--- src/rtl/atilt_pkg.sv ---
// shared widths, types and the cordic stage angle table for the tilt angle core
`default_nettype none

package atilt_pkg;

  // configuration of the arctangent chain
  localparam int CORDIC_STEPS = 16;
  localparam int TABLE_LEN    = 24;
  localparam int NUM_STAGES   = (CORDIC_STEPS < TABLE_LEN) ? CORDIC_STEPS : TABLE_LEN;
  localparam int STAGE_W      = $clog2(TABLE_LEN);

  // sample and square widths
  localparam int AXIS_W      = 16;
  localparam int AXIS_SHIFT  = 14;
  localparam int SQ_W        = 31;
  localparam int RAD_W       = SQ_W + 1;

  // square root: one result bit per cell, radicand is the sum times 2^28
  localparam int ROOT_W      = 30;
  localparam int SQRT_STEPS  = ROOT_W;
  localparam int REM_W       = ROOT_W + 2;

  // cordic vector and angle accumulator widths
  localparam int CW          = 34;
  localparam int AW          = 25;
  localparam int RND_W       = AW - 8;
  localparam int ANG_W       = 16;
  localparam int ANGLE_LIMIT = 23040;
  localparam logic signed [ANG_W-1:0] ANG_LIM = ANG_W'(ANGLE_LIMIT);

  // one word in the square root chain, three lanes side by side
  typedef struct packed {
    logic                          valid;
    logic signed [AXIS_W-1:0]      x;
    logic signed [AXIS_W-1:0]      y;
    logic signed [AXIS_W-1:0]      z;
    logic [2:0][RAD_W-1:0]         rad;
    logic [2:0][REM_W-1:0]         rem;
    logic [2:0][ROOT_W-1:0]        root;
  } sq_t;

  // one cordic lane: vector and angle accumulator
  typedef struct packed {
    logic signed [CW-1:0] x;
    logic signed [CW-1:0] y;
    logic signed [AW-1:0] acc;
  } lane_t;

  // one word in the cordic chain with the special case flags
  typedef struct packed {
    logic            valid;
    logic            zero;
    logic            zneg;
    logic [2:0]      fz;
    logic [2:0]      fl;
    logic [2:0]      fneg;
    lane_t [2:0]     lane;
  } cd_t;

  // atan(2^-i) in degrees times 65536, rounded
  function automatic logic [AW-1:0] stage_angle(input logic [STAGE_W-1:0] idx);
    logic [AW-1:0] a;
    case (idx)
      5'd0:    a = AW'(2949120);
      5'd1:    a = AW'(1740967);
      5'd2:    a = AW'(919879);
      5'd3:    a = AW'(466945);
      5'd4:    a = AW'(234379);
      5'd5:    a = AW'(117304);
      5'd6:    a = AW'(58666);
      5'd7:    a = AW'(29335);
      5'd8:    a = AW'(14668);
      5'd9:    a = AW'(7334);
      5'd10:   a = AW'(3667);
      5'd11:   a = AW'(1833);
      5'd12:   a = AW'(917);
      5'd13:   a = AW'(458);
      5'd14:   a = AW'(229);
      5'd15:   a = AW'(115);
      5'd16:   a = AW'(57);
      5'd17:   a = AW'(29);
      5'd18:   a = AW'(14);
      5'd19:   a = AW'(7);
      5'd20:   a = AW'(4);
      5'd21:   a = AW'(2);
      5'd22:   a = AW'(1);
      default: a = '0;
    endcase
    return a;
  endfunction

endpackage

`default_nettype wire

--- src/rtl/atilt_sqrt_cell.sv ---
// one square root cell: settles one root bit on each of three lanes
`default_nettype none

module atilt_sqrt_cell
  import atilt_pkg::*;
(
  input  wire logic clk,
  input  wire logic rst_n,
  input  wire sq_t  sq_in,
  output sq_t       sq_out
);

  sq_t sq_r;
  sq_t sq_nxt;
  logic [REM_W+1:0] cur   [3];
  logic [REM_W+1:0] trial [3];

  // restoring digit step: bring in two radicand bits, try root*4+1
  always_comb begin
    sq_nxt = sq_in;
    for (int l = 0; l < 3; l++) begin
      cur[l]   = {sq_in.rem[l], sq_in.rad[l][RAD_W-1 -: 2]};
      trial[l] = {{(REM_W - ROOT_W){1'b0}}, sq_in.root[l], 2'b01};
      sq_nxt.rad[l] = {sq_in.rad[l][RAD_W-3:0], 2'b00};
      if (cur[l] >= trial[l]) begin
        sq_nxt.rem[l]  = REM_W'(cur[l] - trial[l]);
        sq_nxt.root[l] = {sq_in.root[l][ROOT_W-2:0], 1'b1};
      end else begin
        sq_nxt.rem[l]  = cur[l][REM_W-1:0];
        sq_nxt.root[l] = {sq_in.root[l][ROOT_W-2:0], 1'b0};
      end
    end
  end

  always_ff @(posedge clk) begin
    if (!rst_n) begin
      sq_r.valid <= 1'b0;
    end else begin
      sq_r <= sq_nxt;
    end
  end

  assign sq_out = sq_r;

endmodule

`default_nettype wire

--- config.mk ---
export PLATFORM = sky130hd
export DESIGN_NAME = atilt_sqrt_cell
export DESIGN_NICKNAME = d
export VERILOG_FILES = /design/src/rtl/atilt_pkg.sv /design/src/rtl/atilt_sqrt_cell.sv
export SDC_FILE = /design/constraint.sdc
export NUM_CORES = 1
export LEC_CHECK = 0
export ABC_AREA = 1
export BUFFER_PORTS_ARGS = -buffer_cell sky130_fd_sc_hd__buf_2
export CAP_MARGIN = 20
export CORE_AREA = 4 4 257 259
export DETAILED_ROUTE_END_ITERATION = 10
export DIE_AREA = 0 0 261 263
export SYNTH_ARGS = -nofsm -noshare
export SYNTH_HDL_FRONTEND = slang
export SYNTH_SLANG_ARGS = --single-unit
--- constraint.sdc ---
create_clock -name clk -period 1.9 [get_ports clk]
set_input_delay 0.19 -clock clk [delete_from_list [all_inputs] [get_ports clk]]
set_output_delay 0.19 -clock clk [all_outputs]
set_load 0.05 [all_outputs]
==> results.md <==
- Status: finished clean
- P_leak: around 16 nW
- Met1 Use GR: 0.265
- Starting Density: 0.301
- Synth cell count leaders: nand2_1, inv_1, edfxtp_1
- Synth unique cells: 33
- CP dominant cell by count: nand2_1
- Remaining DRCs: 0
- PD cells: between 800 and 900 nW/um^2
- Post-cts sizing count: 0
- Nets: a little over 4,000
- Post-Layout Inst Area: a little over 30,000 sq um
- CTS Hold Buffers Added: 300
- Max FFs per register: around 330
- Clock transition at path regs: roughly 0.060 ns
- Final ANT Viol Nets: 0
- GRT Util Overall: 0.206
- Max-Cap Viols: 0
- CTS H-tree depth: 2
- Die Span Y: 263 microns
- CP Max Fanout: 22
- Layout cells sized above 1: 0.317
- Root Driver: clkbuf_16
- Final GP Congestion: between 0.9 and 1
- Global-route wire length before repair: between 100,000 and 150,000 microns
- Final WL: between 70,000 and 80,000 microns
- CP arrival: 2.06 ns
- TritonCTS clock tree: built
- Multi-input gate area: ~7500 sq um
- Port bufs: approximately 660
- Post-synthesis average cell area: between 8 and 9 sq um
- Maximum clock path buffer count: 3
- Yosys top cell area share: 0.507
- Placed wire-length estimate: 57,700 microns
- Hold WC Path Type: in -> reg
- Postcts setup bufs: 0
- Max IR drop VDD: roughly 0.6 mV
- RSZ-0062 raised after global routing: false
- Ys Warns: 0
- Synth area leaders: edfxtp_1, nand2_1, inv_1
- Mapped Area: 19,200 sq um
- Endpoints failing hold: 0
- Flops & latches, synth: between 300 and 400
- CTS buffer count: 38
- Worst-Margin Slew: 0.550 ns
- Critical Path RT: 2.21 ns
- Hold_sp: sq_in[94]
- Crit end category: register
- Total design power: 24.4 mW
- Core area: between 60,000 and 70,000 sq um
- I/O pins: roughly 660
- Area growth syn-to-layout: 58.6%
- CP Cell Sequence: buf_2 > inv_1 > ha_1 > nand2_1 > nor2_1 > nand2_1 > inv_1 > nand2_1 > nand2_1 > nand2_2 > buf_4 > nand3_1 > nand2_1
- Max Transition Viols Final: 0
- Post-synthesis sequential area ratio: 0.508
- Pre-Repair DR Iteration Count: 6
- Slowest stage delay, CP: 0.33 ns
- Startpoint types: primary input
- CP endpoint: sq_out[102]
- Post-synth top area cell: edfxtp_1
- WHS: between 0.03 and 0.04 ns
- Count leader, synth: nand2_1
- Vias in the first global route: around 20,000
- Tmin final: between 1.5 and 2 ns
- CP startpoint: sq_in[11]
- Synth Flop Type: edfxtp_1
- DR iter-0 viols: around 1,300
- Fill cells: 6,123
- Tcrit/Tclk final: 0.920
- Vias per inst: ~4.4
- M2 GR Usage: 0.345
- Reg area: 9750 sq um
- DIE WIDTH: between 200 and 300 microns
- # rows: just over 90
- Max Freq: 572 MHz
- Final setup vio count: 0
- Synth Instances: between 2,000 and 2,500
- Largest net degree at the start of global routing: 52
- Crit path max-delay cell type: ha_1
- GR peak layer: met2
- EDFF count, synth: between 300 and 400
- Met3 global-route usage: 0.0425
- DR WL/cell: around 16 microns
- Sink Count: between 300 and 400
- Ys async rst share: 0
- Initial antenna violation count: 16
- Vias: just under 20,000
- Crit Path Class: in -> reg
- Placed Area: 26,300 sq um
- Die ar.: 68,600 sq um
- Overflow left after global routing: 0
- Tightest slew margin relative to the limit: 0.633
-- cell families (layout without fill, tap and decap cells) --
group,count (synthesis),after routing,share of synthesized area
compound gates,71,71,0.0210
xor+xnor,39,39,0.0178
fa+ha+maj,96,96,0.0625
buf+inv,490,1853,0.103
flops,325,325,0.508
other cells,1,17,0.000195
simple gates,1258,1258,0.288
-- worst min-delay path by stage --
| stage | end | cells past startpoint | slack, ns |
|---|---|---|---|
| after global placement | sq_out[325] | 1 | 0.37 |
| after CTS | sq_out[171] | 4 | 0.003 |
| after floorplan | sq_out[330] | 2 | 0.28 |
| final | sq_out[96] | 4 | 0.04 |
| after global routing | sq_out[96] | 4 | 0.02 |
| after detailed placement | sq_out[318] | 1 | 0.37 |
-- worst max-delay path, delay by kind of cell --
family	cells	cell delay (ns)
and+or+nand+nor	8	1.05
buffers and inverters	4	0.48
adders and majority gates	1	0.33
-- power by group --
part / leakage (nW) / internal (mW) / switching (mW) / total, mW
sequential: 3.18 / 8.78 / 0.222 / 9.00
clock: 0.566 / 3.94 / 3.14 / 7.08
combinational: 12.2 / 2.81 / 5.53 / 8.33
-- cells in the final DEF, fill, tap and decap left out, drive strengths merged, types with 4 or more instances in the layout --
cell,synthesis,routed
xor2,39,39
nand4,6,6
nor3,18,18
nor2,123,123
a21oi,59,59
clkbuf,0,47
conb,1,6
nand3b,30,30
nand2,845,845
diode,0,11
buf,36,1029
edfxtp,324,324
and2,15,15
ha,96,96
clkinv,0,15
inv,454,457
nand3,215,215
dlygate4sd3,0,300
clkinvlp,0,4
-- cell type report --
| cell class | count | area share |
|---|---|---|
| antenna | 11 | 0.000904 |
| timing repair buffer | 1329 | 0.303 |
| tap | 855 | 0.0351 |
| sequential | 325 | 0.320 |
| clock inverter | 23 | 0.00550 |
| multi-input combinational | 1470 | 0.246 |
| clock buffer | 47 | 0.0330 |
| inverter | 454 | 0.0559 |
-- per-layer routing --
metal	part of all wire	vias to the layer above
li1	-	9905
met1	0.43	8961
met2	0.47	684
met3	0.071	129
met4	0.032	4
met5	0.00030	-
-- metrics by stage --
stage                     worst slack [ns]   util  TNS, ns  instances
after detailed placement            -0.406  0.411   -31.85       4133
final                                0.151  0.477        0       4514
after CTS                            0.199  0.476        0       4503
after global routing                0.0171  0.477        0       4514
after global placement              -0.415  0.411   -31.83       4133
after floorplan                     0.0812      -        0       2285
No activity file was read; power rests on OpenSTA's default activity.
